--- config.mk ---
export PLATFORM = sky130hd
export DESIGN_NAME = isct_interp
export DESIGN_NICKNAME = d
export VERILOG_FILES = /design/src/isct_pkg.sv /design/src/isct_interp.sv
export SDC_FILE = /design/constraint.sdc
export NUM_CORES = 2
export LEC_CHECK = 0
export ABC_AREA = 0
export BUFFER_PORTS_ARGS = -buffer_cell sky130_fd_sc_hd__buf_2
export CORE_ASPECT_RATIO = 0.9
export CORE_UTILIZATION = 41
export CTS_CLUSTER_SIZE = 24
export DETAILED_ROUTE_END_ITERATION = 6
export MAX_ROUTING_LAYER = met4
export PLACE_DENSITY = 0.66
export SYNTH_ARGS = -nofsm -noshare
export SYNTH_HDL_FRONTEND = slang
export SYNTH_SLANG_ARGS = --single-unit
--- constraint.sdc ---
create_clock -name aclk -period 9.5 [get_ports aclk]
set_clock_uncertainty 0.05 [all_clocks]
set_input_delay 0.475 -clock aclk [delete_from_list [all_inputs] [get_ports aclk]]
set_output_delay 0.475 -clock aclk [all_outputs]
set_load 0.02 [all_outputs]
--- src/isct_pkg.sv ---
package isct_pkg;

    localparam int unsigned DEF_TABLE_DEPTH = 1024;
    localparam int unsigned DEF_PHASE_BITS  = 24;

    // interpolation fraction width (Q0.16)
    localparam int unsigned FRAC_W = 16;

    // 2*pi in Q32 as used when the table is generated
    localparam logic [63:0] TWO_PI_Q32 = 64'd26986075409;

    typedef logic signed [15:0] sample_t;
    typedef logic [FRAC_W-1:0]  frac_t;

    // one Taylor step divisor (2k)(2k+1)
    function automatic logic [63:0] taylor_div(input logic [63:0] val, input int unsigned k);
        logic [63:0] res;
        case (k)
            1: res = val / 64'd6;
            2: res = val / 64'd20;
            3: res = val / 64'd42;
            4: res = val / 64'd72;
            5: res = val / 64'd110;
            6: res = val / 64'd156;
            7: res = val / 64'd210;
            default: res = val / 64'd272;
        endcase
        return res;
    endfunction

    // Table entry idx of a one-cycle sine table of 2**lbits entries, Q1.15.
    // Quarter wave from a truncating Q30 Taylor series, mirrored exactly.
    function automatic sample_t sine_entry(input int unsigned idx, input int unsigned lbits);
        logic [63:0]  n;
        logic [63:0]  qn;
        logic [63:0]  i;
        logic [63:0]  q;
        logic [63:0]  x;
        logic [63:0]  x2;
        logic [63:0]  term;
        logic [63:0]  pos;
        logic [63:0]  neg;
        logic [63:0]  s;
        logic [63:0]  e;
        logic         neg_f;
        sample_t      val;
        int unsigned  k;
        n     = 64'd1 << lbits;
        qn    = n >> 2;
        i     = 64'(idx);
        neg_f = 1'b0;
        if (i <= qn) begin
            q = i;
        end else if (i <= 2 * qn) begin
            q = 2 * qn - i;
        end else if (i <= 3 * qn) begin
            q     = i - 2 * qn;
            neg_f = 1'b1;
        end else begin
            q     = 4 * qn - i;
            neg_f = 1'b1;
        end
        x    = ((q * TWO_PI_Q32) >> lbits) >> 2;
        x2   = (x * x) >> 30;
        term = x;
        pos  = x;
        neg  = 64'd0;
        for (k = 1; k <= 8; k++) begin
            term = taylor_div((term * x2) >> 30, k);
            if ((k & 1) != 0) begin
                neg = neg + term;
            end else begin
                pos = pos + term;
            end
        end
        s = (pos > neg) ? pos - neg : 64'd0;
        e = (s * 64'd32767 + (64'd1 << 29)) >> 30;
        if (e > 64'd32767) begin
            e = 64'd32767;
        end
        val = e[15:0];
        return neg_f ? -val : val;
    endfunction

endpackage

--- src/isct_interp.sv ---
module isct_interp (
    input  logic              aclk,
    input  logic              aresetn,
    input  logic              in_valid,
    output logic              in_ready,
    input  isct_pkg::sample_t pts [4],
    input  isct_pkg::frac_t   t_in,
    output logic              out_valid,
    input  logic              out_ready,
    output isct_pkg::sample_t sample
);
    import isct_pkg::*;

    localparam int unsigned NSTAGE = 5;
    localparam logic signed [57:0] ROUND_HALF = 58'sd1 <<< 32;

    logic [NSTAGE-1:0] vld_reg;
    logic [NSTAGE-1:0] en;

    // stage A: Catmull-Rom coefficients
    logic signed [20:0] p0_x, p1_x, p2_x, p3_x;
    logic signed [16:0] a_reg;
    logic signed [19:0] b_reg;
    logic signed [18:0] c_reg;
    sample_t            p1_a_reg;
    frac_t              t_a_reg;
    logic signed [20:0] a_next, b_next, c_next;

    // stage B: v = c*t + b*2^16
    logic signed [16:0] ts_a;
    logic signed [35:0] ct;
    logic signed [37:0] v_reg;
    logic signed [16:0] a_b_reg;
    sample_t            p1_b_reg;
    frac_t              t_b_reg;

    // stage C: u = v*t + a*2^32
    logic signed [16:0] ts_b;
    logic signed [54:0] vt;
    logic signed [55:0] u_reg;
    sample_t            p1_c_reg;
    frac_t              t_c_reg;

    // stage D: w*t
    logic signed [39:0] w;
    logic signed [16:0] ts_c;
    logic signed [56:0] wt_reg;
    sample_t            p1_d_reg;

    // stage E: final sum, shift, saturate
    logic signed [57:0] sum;
    logic signed [24:0] y;
    sample_t            sat;
    sample_t            sample_reg;

    always_comb begin
        en[NSTAGE-1] = !vld_reg[NSTAGE-1] || out_ready;
        for (int k = NSTAGE - 2; k >= 0; k--) begin
            en[k] = !vld_reg[k] || en[k+1];
        end
    end

    assign in_ready  = en[0];
    assign out_valid = vld_reg[NSTAGE-1];
    assign sample    = sample_reg;

    always_ff @(posedge aclk) begin
        if (!aresetn) begin
            vld_reg <= '0;
        end else begin
            if (en[0]) begin
                vld_reg[0] <= in_valid;
            end
            for (int k = 1; k < NSTAGE; k++) begin
                if (en[k]) begin
                    vld_reg[k] <= vld_reg[k-1];
                end
            end
        end
    end

    // stage A
    always_comb begin
        p0_x   = 21'(pts[0]);
        p1_x   = 21'(pts[1]);
        p2_x   = 21'(pts[2]);
        p3_x   = 21'(pts[3]);
        a_next = p2_x - p0_x;
        b_next = (p0_x <<< 1) - 21'sd5 * p1_x + (p2_x <<< 2) - p3_x;
        c_next = 21'sd3 * (p1_x - p2_x) + p3_x - p0_x;
    end

    always_ff @(posedge aclk) begin
        if (en[0]) begin
            a_reg    <= a_next[16:0];
            b_reg    <= b_next[19:0];
            c_reg    <= c_next[18:0];
            p1_a_reg <= pts[1];
            t_a_reg  <= t_in;
        end
    end

    // stage B
    assign ts_a = $signed({1'b0, t_a_reg});
    assign ct   = c_reg * ts_a;

    always_ff @(posedge aclk) begin
        if (en[1]) begin
            v_reg    <= 38'(ct) + (38'(b_reg) <<< 16);
            a_b_reg  <= a_reg;
            p1_b_reg <= p1_a_reg;
            t_b_reg  <= t_a_reg;
        end
    end

    // stage C
    assign ts_b = $signed({1'b0, t_b_reg});
    assign vt   = v_reg * ts_b;

    always_ff @(posedge aclk) begin
        if (en[2]) begin
            u_reg    <= 56'(vt) + (56'(a_b_reg) <<< 32);
            p1_c_reg <= p1_b_reg;
            t_c_reg  <= t_b_reg;
        end
    end

    // stage D: floor divide by 2^16, then multiply
    assign w    = u_reg[55:16];
    assign ts_c = $signed({1'b0, t_c_reg});

    always_ff @(posedge aclk) begin
        if (en[3]) begin
            wt_reg   <= w * ts_c;
            p1_d_reg <= p1_c_reg;
        end
    end

    // stage E
    always_comb begin
        sum = (58'(p1_d_reg) <<< 33) + 58'(wt_reg) + ROUND_HALF;
        y   = sum[57:33];
        if (y > 25'sd32767) begin
            sat = 16'sh7fff;
        end else if (y < -25'sd32768) begin
            sat = -16'sh8000;
        end else begin
            sat = y[15:0];
        end
    end

    always_ff @(posedge aclk) begin
        if (en[4]) begin
            sample_reg <= sat;
        end
    end

endmodule

---- Yosys cells after proc, flatten, opt, wreduce, memory -nomap -nowiden ----
Cells that the tools add are included.
cells by class
  add/subtract/negate cells ............... 11
  multipliers ............................. 5
  magnitude comparators ................... 2
  muxes and demuxes ....................... 1
  reduce and logical (&&, ||, !) cells .... 10
operators by type and width
  operator                                                         number
  adder 49 x 57 -> 58 bit                                          1
  adder 58 x 34 -> 58 bit, second input constant                   1
  multiplier 40 x 17 -> 57 bit                                     1
  adder 54 x 49 -> 55 bit                                          1
  multiplier 37 x 17 -> 54 bit                                     1
  adder 36 x 36 -> 37 bit                                          1
  multiplier 19 x 17 -> 36 bit                                     1
  subtractor 16 x 16 -> 17 bit                                     2
  greater-than comparator 25 x 16 -> 1 bit, second input constant  1
  < comparator 25 x 16 -> 1 bit, second input constant             1
  adder 20 x 18 -> 20 bit                                          1
  multiplier 4 x 16 -> 20 bit, first input constant                1
  subtractor 17 x 20 -> 20 bit                                     1
  subtractor 20 x 16 -> 20 bit                                     1
  adder 19 x 16 -> 19 bit                                          1
  multiplier 3 x 17 -> 19 bit, first input constant                1
  subtractor 19 x 16 -> 19 bit                                     1
  two-way mux 16 bit                                               1
  zero test 1 bit                                                  5
  logical OR 1 bit                                                 5
word-level totals
  flip-flop bits (word level) ............. 356
  word-level logic and storage cells ...... 49

---- Longest topological paths before layout ----
  depth after elaboration ................. 6
  mapped depth ............................ 26
  gate-level depth less buffers ........... 25

---- Worst setup path after synthesis ----
Ideal clock, no wire load.
  path type ............................... register to register
  start ................................... reg t_b_reg[8]
  end ..................................... reg u_reg[54], data pin
  library setup time ...................... 266 ps
  arrival ................................. 6465 ps
  required time ........................... 9184 ps
  slack ................................... 2719 ps
  stages on the path, launching flop included .. 25
  buffers on the path ..................... 2
  clock period less this slack ............ 6781 ps
  cell sequence ........................... edfxtp_1 clkbuf_1 clkbuf_1 nand2_1 fa_1 inv_1 fa_1 inv_1 fa_1 inv_1 fa_1 fa_1 inv_1 fa_1 inv_1 ha_1 and4_1 or4b_1 a211oi_2 o31ai_1 a21o_1 and2_1 o31ai_2 mux2i_1 nand4_1
on the way
  word-level cells in the longest chain between the ends .. 2
ends and longest elaborated chain
  element                       RTL line            RTL
  start, declared               isct_interp.sv:35   frac_t t_b_reg;
  start signal, assigned        isct_interp.sv:112  t_b_reg <= t_a_reg;
  multiplier 37 x 17 -> 54 bit  isct_interp.sv:118  assign vt = v_reg * ts_b;
  adder 54 x 49 -> 55 bit       isct_interp.sv:122  u_reg <= 56'(vt) + (56'(a_b_reg) <<< 32);
  end signal, assigned          isct_interp.sv:122
  end, declared                 isct_interp.sv:40   logic signed [55:0] u_reg;
Every way passes these cells.
A chain may end at the register's enable or synchronous reset.

---- Final worst setup path ----
  start ................................... reg t_c_reg[3]
  end ..................................... reg wt_reg[56], data pin
on the way
  word-level cells in the longest chain between the ends .. 1
ends and longest elaborated chain
  element                       RTL line            RTL
  start, declared               isct_interp.sv:42   frac_t t_c_reg;
  start signal, assigned        isct_interp.sv:124  t_c_reg <= t_b_reg;
  multiplier 40 x 17 -> 57 bit  isct_interp.sv:134  wt_reg <= w * ts_c;
  end signal, assigned          isct_interp.sv:134
  end, declared                 isct_interp.sv:47   logic signed [56:0] wt_reg;
Every way passes these cells.

==> impl_metrics.py <==
metrics = {
    "status": {
        "status": "finished, final reports clean",
    },
    "min_path": {
        "whs_endpoint": "t_a_reg[13]",
        "whs_path_depth": 1,
        "hold_start": "t_in[13]",
        "hp-class": "input pin to flop",
    },
    "floorplan": {
        "chipWidth_um": 439.3,
        "fp.dieArea_mm2": 0.1738,
        "die_y_um": 395.6,
        "design.core.area_mm2": 0.1710,
        "start_util_pct": 41.27,
        "io_pins": 102,
        "fp-row-count": 144,
    },
    "grt": {
        "grt-busiest-layer": "met2",
        "overflow": 0,
        "grt.met3_usage_pct": 2.794,
        "grt_util_met1_pct": 28.64,
        "gr-usage-met2_pct": 34.83,
        "grt_pass1_wl_mm": 285.7,
        "grt_pass1_vias": 52892,
        "track_usage_pct": 21.41,
        "grt_start_max_net_pins": 72,
        "antenna_found_initial": 3,
    },
    "logic_synthesis": {
        "syn_area_mm2": 0.07056,
        "avgSynthCellArea_um2": 9.759,
        "syn_nets": 9456,
        "synth_top_family_by_area": "adder cells",
        "yosys.area_share.xor_xnor_pct": 2.296,
        "synthMuxAreaShare_pct": 0.07270,
        "yosysTopAreaCell": "fa_1",
        "synth-simple-area-share_pct": 13.44,
        "synth_edf_count": 302,
        "syn_inst": 7230,
        "synth.top_cell.area_share_pct": 45.51,
        "yosysUniqueCellTypes": 84,
        "synth_compound_area_share_pct": 4.570,
        "ys_ff_latch": 307,
        "synthFlopType": "edfxtp_1",
        "synth_async_sr_flop_share_pct": 0,
        "synthTopCellsByArea": "fa_1, edfxtp_1, inv_1, ha_1, and2_1",
        "synth_fa_ha_area_share_pct": 55.05,
        "synth_warnings": 0,
        "seq_area_frac_synth_pct": 12.99,
    },
    "timing": {
        "finalSetupViolCount": 0,
        "finalHoldViolCount": 0,
        "grt_setup_unrepaired": "false",
        "tns_ns": 0,
        "post-route-min-period_ns": 9.067,
        "relSlewSlack_pct": 19.57,
        "worst_pin_slew_ns": 1.191,
        "fin_crit_sh_pct": 95.44,
        "slew_viol_final": 0,
        "max_freq_mhz": 110.3,
    },
    "worst_setup_path": {
        "critPathKind": "flop to flop",
        "max_stage_delay_ns": 0.93,
        "crit_chain": "buf_4, nand2_1, fa_1, fa_1, fa_1, inv_1, fa_1, fa_1, inv_1, fa_1, inv_1, ha_1, nand4_1, or3_1, or4_1, nor4_1, a22o_1, o21ai_1, o21ai_1, nor4_1, nor3_1, xnor2_1",
        "critical-path-slowest-cell": "nor4_1",
        "required_ns": 9.75,
        "cpMostUsedCell": "fa_1",
        "ff2ff_path_depth": 22,
        "start_kind": "flop",
        "critPathArrivalTime_ns": 9.31,
        "rr_endpoint": "wt_reg[56]",
        "critPathMaxFanout": 19,
        "r2r_slack_ns": 0.43,
        "r2r_start": "t_c_reg[3]",
        "endpoint_kind": "flop",
    },
    "clock_tree": {
        "path_clk_slew_ns": 0.06,
        "clock-sinks": 307,
        "clockBufferDepth": 3,
        "cts_buffers": 36,
        "tritoncts": "built",
        "clk_latency_ns": 0.60,
        "cts-resized-gates": 0,
        "root_buffer": "clkbuf_16",
        "htree_levels": 2,
    },
    "route": {
        "first_iter_violations": 3120,
        "drc_errors": 0,
        "drt-wirelength-per-cell_um": 18.30,
        "antenna_left": 0,
        "wl_mm": 173.8,
        "via_count": 47854,
        "firstDrtPassIters": 7,
        "vias_per_cell": 5.039,
    },
    "cells_and_area": {
        "nets": 9429,
        "syn_to_final_growth_pct": 6.088,
        "final_common_cell": "inv_1",
        "drive_gt1_share_pct": 3.748,
        "largest_reg_flops": 39,
        "layout_common_cells": "inv_1, fa_1, nand2_1",
    },
    "placement": {
        "dp_hpwl_mm": 143.0,
        "numPortBuffers": 101,
        "globalplace.congestion": 0.9169,
    },
    "run": {
        "max-cap-violations": 0,
    },
}
-- per-layer routing --
metal  part of all wire [%]  wire length [um]  vias to the layer above
li1                       -                 -                    21271
met1                     43             75360                    24703
met2                     48             82610                     1632
met3                    7.1             12250                      248
met4                    2.0              3531                        0
met5                      0                 0                        -
-- critical path: cells and delay by family, from the launching register on --
family	cells	cell delay (ns)
buf+inv	4	0.46
xor+xnor	1	0.11
simple gates	7	3.11
fa+ha+maj	7	3.48
compound gates	3	0.68
flops	1	0.90
-- what timing repair did --
action	in CTS	in global routing
hold buffers	9	0
setup buffers	0	0
endpoints found under the hold margin	9	0
-- cell families after synthesis --
family	Yosys count
AO/OA/AOI/OAI	490
XOR/XNOR	185
adder cells (fa/ha/maj)	2142
buffers and inverters	2172
flip-flops	307
multiplexers	5
AND/OR/NAND/NOR	1929
-- final cells by class --
class | instances | area [um^2]
fillers | 16051 | 96130
multi-input cells | 4751 | 53240
flip-flops and latches | 307 | 9169
inverters | 1926 | 7229
well taps | 2263 | 2831
repair buffers | 181 | 1129
clock buffers | 38 | 908.4
clock inverters | 28 | 337.8
diodes | 2 | 5.005
-- how the worst max path moves through the flow --
stage	from	end	slack, ns	depth (start not counted)
floorplan	t_b_reg[8]	u_reg[54]	2.72	24
global placement	t_c_reg[3]	wt_reg[56]	0.79	22
detailed placement	t_c_reg[3]	wt_reg[56]	0.64	22
CTS	t_c_reg[3]	wt_reg[56]	0.62	22
global route	t_c_reg[3]	wt_reg[56]	0.18	22
finish	t_c_reg[3]	wt_reg[56]	0.43	22
-- Yosys cell counts, drive strengths merged (5+ instances only) --
master	count
a21oi	155
fa	1604
nor3	43
inv	1926
and3	25
nor2b	30
a31oi	11
xnor2	134
o31a	5
o31ai	7
dfxtp	5
nand4	25
a211o	6
nand3	42
or3	13
clkbuf	238
buf	8
o21ai	90
o21a	24
o211ai	9
nor4	6
o21bai	19
nor2	105
edfxtp	302
nand2b	21
nand2	904
a21o	81
and2	688
a211oi	24
or2	9
ha	538
xor2	51
a21boi	7
-- metrics by stage --
step,instances,util [%],setup WS (ns),cell area [um^2],hold slack [ns]
finish,9496,43.78,0.4332,74850,0.03008
global route,9496,43.78,0.1814,74850,0.004454
CTS,9494,43.78,0.6249,74850,0.001857
detailed placement,9419,42.99,0.6428,73510,0.3545
global placement,9419,42.99,0.7915,73510,0.3517
floorplan,7230,-,2.719,70560,0.3503
Power is not shown: default switching activity piles up to over one toggle a cycle in this logic, so the estimate is an artifact.
